## config.mk

```make
export PLATFORM = sky130hd
export DESIGN_NAME = ldr_seen
export DESIGN_NICKNAME = d
export VERILOG_FILES = /design/src/hdl/longest_distinct_run_assert.svh /design/src/hdl/ldr_pkg.sv /design/src/hdl/ldr_seen.sv
export SDC_FILE = /design/constraint.sdc
export NUM_CORES = 1
export LEC_CHECK = 0
export BUFFER_PORTS_ARGS = -buffer_cell sky130_fd_sc_hd__buf_2
export CAP_MARGIN = 20
export CORE_MARGIN = 4
export CORE_UTILIZATION = 65
export CTS_BUF_LIST = sky130_fd_sc_hd__clkbuf_8
export DETAILED_ROUTE_END_ITERATION = 10
export HOLD_SLACK_MARGIN = 0.08
export PLACE_DENSITY = 0.82
export SYNTH_ARGS = -nofsm -noshare
export SYNTH_HDL_FRONTEND = slang
export SYNTH_SLANG_ARGS = --single-unit
export TNS_END_PERCENT = 20
```

## constraint.sdc

```tcl
create_clock -name i_clk -period 3.5 [get_ports i_clk]
set_input_delay 0.7 -clock i_clk [delete_from_list [all_inputs] [get_ports i_clk]]
set_output_delay 0.7 -clock i_clk [all_outputs]
set_load 0.01 [all_outputs]
```

## src/hdl/longest_distinct_run_assert.svh

```systemverilog
// assertion macros for the longest distinct run block
// expects i_clk and i_rst_n in the scope of each use
`ifndef LONGEST_DISTINCT_RUN_ASSERT_SVH
`define LONGEST_DISTINCT_RUN_ASSERT_SVH

// same-cycle implication, off while in reset
`define LDR_ASSERT_NOW(lbl, ante, cons) \
    lbl: assert property (@(posedge i_clk) disable iff (!i_rst_n) (ante) |-> (cons)) \
        else $error("ldr assertion failed");

// next-cycle implication, off while in reset
`define LDR_ASSERT_NEXT(lbl, ante, cons) \
    lbl: assert property (@(posedge i_clk) disable iff (!i_rst_n) (ante) |=> (cons)) \
        else $error("ldr assertion failed");

`endif

```

## src/hdl/ldr_pkg.sv

```systemverilog
// shared types, sizes and helper functions of the longest distinct run block
// no dependencies
`default_nettype none

package ldr_pkg;

    localparam int POS_BITS    = 16;
    localparam int ALPHABET    = 256;
    localparam int SYM_IN_BITS = 8;
    localparam int SYM_BITS    = (ALPHABET > 2) ? $clog2(ALPHABET) : 1;
    localparam int OUT_BITS    = 16;
    localparam int FOLD_BITS   = SYM_IN_BITS + 9;

    typedef logic [SYM_IN_BITS-1:0] t_sym_in;
    typedef logic [SYM_BITS-1:0]    t_sym;
    typedef logic [POS_BITS-1:0]    t_pos;
    typedef logic [OUT_BITS-1:0]    t_len;

    // seen-mark update request from the datapath
    typedef struct packed {
        logic clr;
        logic set;
        t_sym addr;
    } t_seen_req;

    // fold an input byte into the alphabet by restoring remainder steps
    function automatic t_sym fold_sym(input t_sym_in s);
        logic [FOLD_BITS-1:0] v;
        v = FOLD_BITS'(s);
        for (int k = SYM_IN_BITS - 1; k >= 0; k--) begin
            if (v >= (FOLD_BITS'(ALPHABET) << k)) begin
                v = v - (FOLD_BITS'(ALPHABET) << k);
            end
        end
        return t_sym'(v);
    endfunction

    // clamp a position-wide length to the output width
    function automatic t_len sat_len(input t_pos v);
        logic [POS_BITS+OUT_BITS-1:0] w;
        w = (POS_BITS + OUT_BITS)'(v);
        if (w > (POS_BITS + OUT_BITS)'({OUT_BITS{1'b1}})) begin
            return {OUT_BITS{1'b1}};
        end
        return w[OUT_BITS-1:0];
    endfunction

endpackage

`default_nettype wire

```

## src/hdl/ldr_seen.sv

```systemverilog
// per-symbol seen marks in flops, all cleared at once at a new string
// depends on ldr_pkg
`default_nettype none

module ldr_seen (
    input  wire logic              i_clk,
    input  wire logic              i_rst_n,
    input  wire ldr_pkg::t_seen_req i_req,
    input  wire ldr_pkg::t_sym     i_rd_addr,
    output logic                   o_seen
);
    import ldr_pkg::*;

    logic [ALPHABET-1:0] r_seen;
    logic [ALPHABET-1:0] n_seen;

    // clear on a new string, then mark the current symbol
    always_comb begin
        for (int i = 0; i < ALPHABET; i++) begin
            n_seen[i] = i_req.clr ? 1'b0 : r_seen[i];
            if (i_req.set && (i_req.addr == t_sym'(i))) begin
                n_seen[i] = 1'b1;
            end
        end
    end

    always_ff @(posedge i_clk) begin
        if (!i_rst_n) begin
            r_seen <= '0;
        end else begin
            r_seen <= n_seen;
        end
    end

    assign o_seen = r_seen[i_rd_addr];

endmodule

`default_nettype wire

```

==> results of run 1 <==
-- power groups by stage --
stage	sequential, W	clock [W]	combinational (W)
6_report	0.00292	0.00269	0.000395
4_1_cts	0.00292	0.00271	0.000383
3_5_place_dp	0.00298	0	0.000375
5_1_grt	0.00292	0.00285	0.000413
2_1_floorplan	0.00298	0	0.000247
3_3_place_gp	0.00298	0	0.000374
-- logic make-up (layout without fill, tap and decap cells) --
family,count (synthesis),in the layout,synth area share
flip-flops,256,256,0.4207
multiplexers,104,104,0.1220
AO/OA/AOI/OAI,311,311,0.1650
buffers and inverters,376,411,0.1201
AND/OR/NAND/NOR,350,350,0.1722
-- how the worst max path moves through the flow --
stage	startpoint	to	slack, ps	cells past startpoint
floorplan	i_rd_addr[1]	o_seen	160	9
global placement	i_rd_addr[0]	o_seen	-290	8
detailed placement	i_rd_addr[0]	o_seen	-320	8
CTS	r_seen[208]	o_seen	-130	7
global route	r_seen[211]	o_seen	-150	7
finish	i_rd_addr[3]	o_seen	-150	9
-- critical path: cells and delay by family --
family / cells / cell delay, ps
AOI/OAI and AO/OA: 4 / 990
and+or+nand+nor: 2 / 730
buffers and inverters: 3 / 520
-- per-layer routing --
metal,up-vias,wire length (um)
li1,4767,-
met1,4902,13210
met2,572,15670
met3,110,3151
met4,0,1234
met5,-,0
-- what timing repair did --
action | CTS | global route
buffers inserted | 1 | 0
pin swaps | 1 | 0
resized for setup | 12 | 6
endpoints found under the setup margin | 1 | 1
-- stage by stage --
stage                     hold WS (ps)  TNS [ps]  worst slack [ps]
final                            488.0    -147.3            -147.3
after global routing             518.2    -152.1            -152.1
after CTS                        488.6    -127.0            -127.0
after detailed placement         478.0    -324.4            -324.4
after global placement           473.5    -290.7            -290.7
after floorplan                  453.9         0             161.6
-- cells in the mapped netlist, types with 4 or more instances --
master,instances
nand2_1,15
buf_1,9
nor2b_1,13
buf_4,6
and3_1,4
nand3_1,21
nand4_1,8
a221oi_1,7
inv_1,256
and2_1,255
dfxtp_1,256
o22ai_1,272
mux2i_1,63
mux2_2,8
mux4_2,27
nor2_1,17
buf_2,8
clkbuf_1,95
o21ai_0,8
mux4_1,6
-- layout by cell type, fill, tap and decap left out, drive strengths merged, types with 2 or more instances in the layout --
cell     instances
inv            274
o22ai          272
dfxtp          256
and2           255
buf             78
mux2i           63
clkbuf          56
mux4            33
nand3           21
nor2            17
nand2           15
nor2b           13
o21ai            8
mux2             8
nand4            8
a221oi           7
and3             4
nand2b           3
and3b            3
nor3             3
a2111oi          3
nand3b           2
a221o            2
a222oi           2
a21oi            2
o211a            2
o31ai            2
nor4             2
a22oi            2
a22o             2
-- final cells by class --
class | count | area share
tap | 229 | 0.02122
sequential | 256 | 0.3799
clock buffer | 56 | 0.05708
inverter | 256 | 0.07117
multi-input combinational | 765 | 0.4149
clock inverter | 21 | 0.008526
timing repair buffer | 78 | 0.04726
==> flow_summary_export.csv, run 1 <==
group,metric,value,unit
run_status,status,"complete, but fails checks",
run_status,violations,"setup timing",
critical_path,slowest_stage,"or3b_2",
layout,top_regs,"r_seen x256",
grt,grt_util_met3,0.05915,
synthesis,synth_area,0.01218,mm2
timing,post-route-period-util,1.042,
drt,drc,0,
die,fp.dieH,144.9,um
layout,nets,1420,
power,powerDensity,444.9,mW/mm2
grt,grt_pass1_vias,9994,
layout,regMostFlops,"r_seen",
drt,wirelength,33.26,mm
placed_design,io_buffers,20,
synthesis,seq_area_frac_synth,0.4207,
synthesis,synth_nets,1417,
timing,fmax,0.2742,GHz
grt,grt_pass1_wl,52.45,mm
critical_path,critPathRequiredTime,2800,ps
critical_path,crit_path_end_kind,"output pin",
layout,regArea,0.005129,mm2
layout,drive_gt1_frac,0.1271,
clocking,cts_buffers,43,
timing,slew_headroom,0.3398,
die,num_io_pins,21,
timing,hold_violations,0,
synthesis,postSynthCellCount,1397,
timing,fin_ws,-147.3,ps
synthesis,synth_edf_count,0,
placed_design,place_congestion,0.8718,
grt,busiest_layer,"met2",
layout,largest_reg_flops,256,
power,ir_drop,0.4021,mV
min_path,worstHoldStart,"r_seen[3]",
placed_design,dpl.hpwl,19.89,mm
power,p_int,0.004550,W
critical_path,reg2reg_slack,2660,ps
flow_run,cap_viol_max_count,0,
clocking,clk_pin_slew,60,ps
critical_path,critPathMaxFanout,9,
clocking,clock_latency,560,ps
critical_path,worstPathArrival,2950,ps
critical_path,worstSetupStartpointType,"primary input",
grt,grt_use_met2,0.5131,
clocking,cts_max_level,2,
power,p_switching,0.001457,W
synthesis,synth_top_cell_area_share,0.4207,
grt,track_usage,0.3180,
synthesis,yosysWarningCount,0,
timing,slew_violations,0,
power,comb_power_share,0.066,
timing,setup_viol,1,
timing,grt_setup_unrepaired,"yes",
grt,grt_antenna_before_repair,0,
grt,grt.overflow.total,0,
critical_path,crit_type,"in -> out",
synthesis,synth.area.top_cells,"dfxtp_1 (42%), o22ai_1 (14%), and2_1 (13%)",
layout,nFillCells,1301,
layout,final_area,0.01350,mm2
critical_path,worst_path_largest_cell_delay,640,ps
drt,vias,10350,
drt,ant_nets,0,
clocking,cts_tree,"done",
min_path,hold_end,"r_seen[3]",
die,dieArea,0.02099,mm2
die,dieWidth,144.9,um
layout,fin_util,0.7415,
synthesis,ys_types,46,
layout,multi_input_area,0.005602,mm2
min_path,hp-class,"reg -> reg",
layout,syn_to_final_growth,10.84,%
critical_path,worst_r2r_path_depth,3,
critical_path,crit_path_frequent_cell,"buf_2",
power,swShare,0.2426,
synthesis,synth.avg_cell_area,8.720,um2
power,clockPowerShare,0.448,
layout,finalNonFillerCells,1661,
placed_design,postPlaceCellArea,0.01256,mm2
power,total_power,0.006007,W
min_path,min_path_cells,2,
synthesis,async_flop_share,0,
timing,worst_pin_slew,987.9,ps
timing,fin_crit,3647,ps
die,rows,49,
grt,grt.met1_usage,0.4207,
drt,viasPerCell,6.232,
clocking,hold_buffers,0,
drt,avgRoutedWirePerCell,20.02,um
layout,n_antenna_cell,0,
die,initial_utilization,0.6690,
synthesis,ys_seq_elements,256,
grt,grt_max_degree,257,
critical_path,timing.rr.end,"r_seen[88]",
critical_path,path_cells,"buf_2, or3b_2, o22ai_1, nor4_1, a2111oi_0, buf_4, a211o_1, o41a_1, buf_2",
die,core_region_area,0.01821,mm2
clocking,clockBufferDepth,3,
clocking,root_buffer,"clkbuf_8",
critical_path,r2r-start,"r_seen[88]",
drt,drt_iter0_markers,1177,
synthesis,synthFlopType,"dfxtp_1",
placed_design,placedCellCount,1583,
power,sequentialPowerShare,0.486,
drt,first_pass_iters,5,
power,p_leak,4.910,nW
clocking,cts.sinks,256,
timing,skew,0,ps
synthesis,synth_top_area_cell,"dfxtp_1",
Note: power is estimated with default switching activity, not from simulation.
==> run 2, diff against run 1 <==
--- a/config.mk
+++ b/config.mk
@@ -13,6 +13,7 @@
 export DETAILED_ROUTE_END_ITERATION = 10
 export HOLD_SLACK_MARGIN = 0.08
 export PLACE_DENSITY = 0.82
+export RECOVER_POWER = 50
 export SYNTH_ARGS = -nofsm -noshare
 export SYNTH_HDL_FRONTEND = slang
 export SYNTH_SLANG_ARGS = --single-unit
==> flow_summary_export.csv, run 2 (same netlist as run 1, synthesis figures left out) <==
group,metric,value,unit
layout,fin_util,0.7391,
placed_design,dpl.hpwl,19.89,mm
critical_path,crit_family,"multiplexers",
timing,grt_setup_unrepaired,"yes",
clocking,hold_buffers,0,
flow_run,cap_viol_max_count,2,
drt,ant_nets,0,
timing,skew,0,ps
critical_path,critPathMaxFanout,5,
layout,nets,1420,
critical_path,critPathRequiredTime,2800,ps
timing,slew_violations,153,
critical_path,timing.rr.end,"r_seen[88]",
power,powerDensity,445.8,mW/mm2
drt,drc,0,
die,rows,49,
power,swShare,0.2425,
layout,final_common_cell,"inv_1",
die,core_region_area,0.01821,mm2
die,dieWidth,144.9,um
grt,grt.overflow.total,0,
timing,slew_headroom,-0.1440,
timing,fin_crit,3651,ps
min_path,hp-class,"reg -> reg",
clocking,cts.sinks,256,
min_path,worstHoldStart,"r_seen[3]",
grt,grt_antenna_before_repair,0,
layout,n_antenna_cell,0,
critical_path,crit_path_end_kind,"output pin",
drt,first_pass_iters,5,
timing,hold_violations,0,
power,clockPowerShare,0.448,
critical_path,crit_type,"in -> out",
critical_path,path_buf_inv,2,
grt,grt_pass1_wl,52.45,mm
clocking,clk_pin_slew,60,ps
layout,largest_reg_flops,256,
critical_path,worstSetupStartpointType,"primary input",
timing,setup_viol,1,
critical_path,reg2reg_slack,2640,ps
timing,fin_ws,-151.4,ps
clocking,cts_tree,"done",
drt,drt_iter0_markers,1207,
critical_path,critPathCapture,"o_seen",
drt,avgRoutedWirePerCell,20.03,um
layout,layout_common_cells,"inv_1 (273), o22ai_1 (272), dfxtp_1 (253)",
layout,drive_gt1_frac,0.1229,
critical_path,crit_path_frequent_cell,"mux4_2",
critical_path,worst_path_largest_cell_delay,510,ps
run_status,status,"complete, but fails checks",
timing,worst_pin_slew,1716,ps
clocking,cts_max_level,2,
drt,vias,10340,
run_status,violations,"capacitance limit, slew limit, setup timing",
layout,syn_to_final_growth,10.48,%
grt,grt_max_degree,257,
clocking,clockBufferDepth,3,
die,fp.dieH,144.9,um
die,dieArea,0.02099,mm2
critical_path,crit_path_start,"i_rd_addr[1]",
layout,regMostFlops,"r_seen",
clocking,root_buffer,"clkbuf_8",
timing,fmax,0.2739,GHz
power,comb_power_share,0.065,
die,num_io_pins,21,
clocking,cts_buffers,43,
critical_path,worstPathArrival,2950,ps
timing,post-route-period-util,1.043,
critical_path,path_cells,"buf_4, mux4_2, mux4_2, a22o_1, a41o_1, a211o_1, o41a_1, buf_2",
clocking,clock_latency,560,ps
critical_path,r2r-start,"r_seen[88]",
power,sequentialPowerShare,0.487,
placed_design,io_buffers,20,
layout,top_regs,"r_seen x256",
critical_path,worst-path-stages,8,
power,p_leak,4.784,nW
power,p_int,0.004545,W
critical_path,worst_r2r_path_depth,3,
grt,track_usage,0.3180,
grt,grt_pass1_vias,9994,
power,total_power,0.006000,W
power,ir_drop,0.4007,mV
critical_path,slowest_stage,"mux4_2",
placed_design,place_congestion,0.8718,
die,initial_utilization,0.6690,
drt,viasPerCell,6.222,
power,p_switching,0.001455,W
drt,wirelength,33.28,mm
## run 2: changes by cell type in the layout (fill, tap and decap cells not counted)
cell / change
buf_12: -1
buf_6: -1
and2_0: +96
clkbuf_2: +4
buf_4: -6
and2_1: -96
buf_2: -2
clkbuf_1: +6
## run 2: tightest hold or removal path: stages, from the launching register on
cell	delay [ps]
dfxtp_1	310
nand2b_1	60
a21boi_0	70
## run 2: power groups by stage
stage          registers (W)  logic [W]  clock network, W
6_report             0.00292   0.000390           0.00269
5_1_grt              0.00292   0.000407           0.00285
4_1_cts              0.00292   0.000383           0.00271
3_5_place_dp         0.00298   0.000375                 0
3_3_place_gp         0.00298   0.000374                 0
2_1_floorplan        0.00298   0.000247                 0
## run 2: timing repair
| action | 4_1_cts | 5_1_grt |
|---|---|---|
| endpoints found under the setup margin | 1 | 1 |
| gates resized for setup | 12 | 6 |
| buffers inserted | 1 | 0 |
| hold endpoints to repair | 0 | 0 |
| pin swaps | 1 | 0 |
## run 2: area by class of cell
cell class / instances / area, um2
timing repair buffer: 78 / 594.3
fill: 1314 / 4751
tap: 229 / 286.5
clock buffer: 56 / 770.7
inverter: 256 / 960.9
multi-input combinational: 765 / 5602
clock inverter: 21 / 115.1
sequential: 256 / 5129
## run 2: per-layer routing
metal  up-vias  wire, um  GRT usage
li1       4776         -          -
met1      4908     13310     0.4207
met2       535     15750     0.5131
met3       116      2964    0.05915
met4         0      1253     0.1350
met5         -         0          0
## run 2: worst min path at each step
stage / to / slack [ps] / depth (start not counted)
after floorplan: r_seen[3] / 450 / 2
after global placement: r_seen[3] / 470 / 2
after detailed placement: r_seen[3] / 480 / 2
after CTS: r_seen[3] / 490 / 2
after global routing: r_seen[3] / 520 / 3
final: r_seen[3] / 490 / 2
## run 2: per-stage QoR
step                      area [um2]  setup TNS, ps  std cells  hold slack [ps]  worst slack, ps
after global placement         12560         -290.7       1583            473.5           -290.7
after floorplan                12180              0       1397            453.9            161.6
final                          13460         -151.4       1661            489.6           -151.4
after CTS                      13490         -127.0       1661            488.6           -127.0
after detailed placement       12560         -324.4       1583            478.0           -324.4
after global routing           13460         -152.1       1661            518.1           -152.1
==> run 3, diff against run 2 <==
--- a/config.mk
+++ b/config.mk
@@ -7,7 +7,6 @@
 export LEC_CHECK = 0
 export BUFFER_PORTS_ARGS = -buffer_cell sky130_fd_sc_hd__buf_2
 export CAP_MARGIN = 20
-export CORE_MARGIN = 4
 export CORE_UTILIZATION = 65
 export CTS_BUF_LIST = sky130_fd_sc_hd__clkbuf_8
 export DETAILED_ROUTE_END_ITERATION = 10
==> flow_summary_export.csv, run 3 (same netlist as run 1, synthesis figures left out) <==
group,metric,value,unit
timing,slew_violations,0,
die,initial_utilization,0.6713,
placed_design,dp_slack,-300.6,ps
timing,setup_viol,1,
critical_path,critPathRequiredTime,2800,ps
critical_path,crit_type,"in -> out",
timing,post-route-period-util,1.027,
drt,wirelength,32.32,mm
drt,vias,10110,
timing,worst_pin_slew,945.8,ps
layout,regMostFlops,"r_seen",
die,dieWidth,138.9,um
timing,hold_violations,0,
die,rows,49,
drt,drt_iter0_markers,1005,
layout,nFillCells,1307,
placed_design,place_congestion,0.9240,
timing,fin_ws,-93.01,ps
die,fp.dieH,138.9,um
drt,avgRoutedWirePerCell,19.51,um
timing,grt_setup_unrepaired,"yes",
power,ir_drop,0.3788,mV
run_status,status,"complete, but fails checks",
placed_design,dpl.hpwl,20.03,mm
critical_path,critPathMaxFanout,17,
critical_path,crit_path_end_kind,"output pin",
min_path,hp-class,"reg -> reg",
timing,fin_crit,3593,ps
min_path,min_path_cells,2,
grt,grt_pass1_wl,51.82,mm
die,num_io_pins,21,
placed_design,postPlaceCellArea,0.01257,mm2
clocking,clockBufferDepth,3,
layout,largest_reg_flops,256,
min_path,worstHoldStart,"r_seen[3]",
drt,ant_nets,0,
placed_design,io_buffers,20,
layout,final_common_cell,"inv_1",
layout,nets,1418,
layout,top_regs,"r_seen x256",
critical_path,timing.rr.end,"r_seen[80]",
drt,drc,0,
timing,skew,0,ps
grt,grt_pass1_vias,9805,
critical_path,r2r-start,"r_seen[80]",
grt,grt_antenna_before_repair,0,
flow_run,cap_viol_max_count,0,
grt,grt_max_degree,156,
timing,slew_headroom,0.3679,
clocking,hold_buffers,0,
layout,syn_to_final_growth,10.46,%
clocking,cts.sinks,256,
critical_path,worstSetupStartpointType,"primary input",
die,core_region_area,0.01815,mm2
min_path,hold_end,"r_seen[3]",
run_status,violations,"setup timing",
timing,fmax,0.2783,GHz
drt,first_pass_iters,7,
clocking,cts_max_level,2,
grt,track_usage,0.3383,
power,p_leak,4.763,nW
grt,grt.overflow.total,0,
clocking,cts_buffers,41,
die,dieArea,0.01929,mm2
clocking,clk_pin_slew,60,ps
clocking,root_buffer,"clkbuf_8",
critical_path,reg2reg_slack,2660,ps
clocking,cts_tree,"done",
layout,final_area,0.01346,mm2
layout,layout_common_cells,"inv_1 (274), o22ai_1 (271), dfxtp_1 (255)",
layout,drive_gt1_frac,0.1171,
clocking,clock_latency,540,ps
critical_path,crit_path_start,"i_rd_addr[1]",
drt,viasPerCell,6.106,
critical_path,worstPathArrival,2890,ps
critical_path,worst_r2r_path_depth,3,
power,powerDensity,430.9,mW/mm2
==> run 3: power breakdown <==
part	total (W)	switching [W]	leakage (nW)	internal [W]
clock network	0.00248	0.00117	0.463	0.00132
registers	0.00292	0.00000235	2.06	0.00292
logic	0.000394	0.000261	2.24	0.000133
total	0.00580	0.00143	4.76	0.00437
==> run 3: worst max path at each step <==
stage	to	slack [ps]	cells past startpoint
5_1_grt	o_seen	-120	11
3_3_place_gp	o_seen	-260	8
3_5_place_dp	o_seen	-300	8
6_report	o_seen	-90	11
2_1_floorplan	o_seen	160	9
4_1_cts	o_seen	-80	7
==> run 3: per-layer routing <==
metal,routed length [um],global-route usage,share of wire
met5,0,0,0
met4,1215,0.1480,0.038
met3,2394,0.05180,0.074
met2,15330,0.5649,0.47
met1,13370,0.4362,0.41
==> run 3: critical path: stages <==
cell and delay [ps]:
buf_8 110, buf_4 230, buf_12 200, mux2i_1 300, o22ai_1 170, a2111oi_4 340
buf_4 160, o31ai_1 70, a211o_1 260, o41a_1 150, buf_2 170
==> run 3: repair_timing <==
item	CTS	global route
setup buffers	2	0
pin swaps	2	2
gates cloned	1	0
setup endpoints to repair	1	1
endpoints found under the hold margin	0	0
resized for setup	15	8
==> run 3: area by class of cell <==
cell class	instances	area [um2]	area share
well taps	229	286.5	0.02129
diodes	1	2.502	0.0001860
clock inverters	23	122.6	0.009113
repair buffers	78	663.1	0.04928
inverters	256	960.9	0.07142
multi-input cells	765	5633	0.4186
clock buffers	48	660.6	0.04910
flip-flops and latches	256	5126	0.3810
==> run 3: through the flow <==
| stage | hold WS [ps] | std cells | setup TNS, ps | utilization | total power, W |
|---|---|---|---|---|---|
| after floorplan | 453.9 | 1397 | 0 | - | 0.003231 |
| after detailed placement | 494.1 | 1581 | -300.6 | 0.6926 | 0.003354 |
| final | 513.3 | 1656 | -93.01 | 0.7415 | 0.005798 |
| after global placement | 482.2 | 1581 | -262.7 | 0.6926 | 0.003352 |
| after global routing | 583.0 | 1655 | -118.9 | 0.7413 | 0.005969 |
| after CTS | 504.3 | 1655 | -77.97 | 0.7401 | 0.005811 |
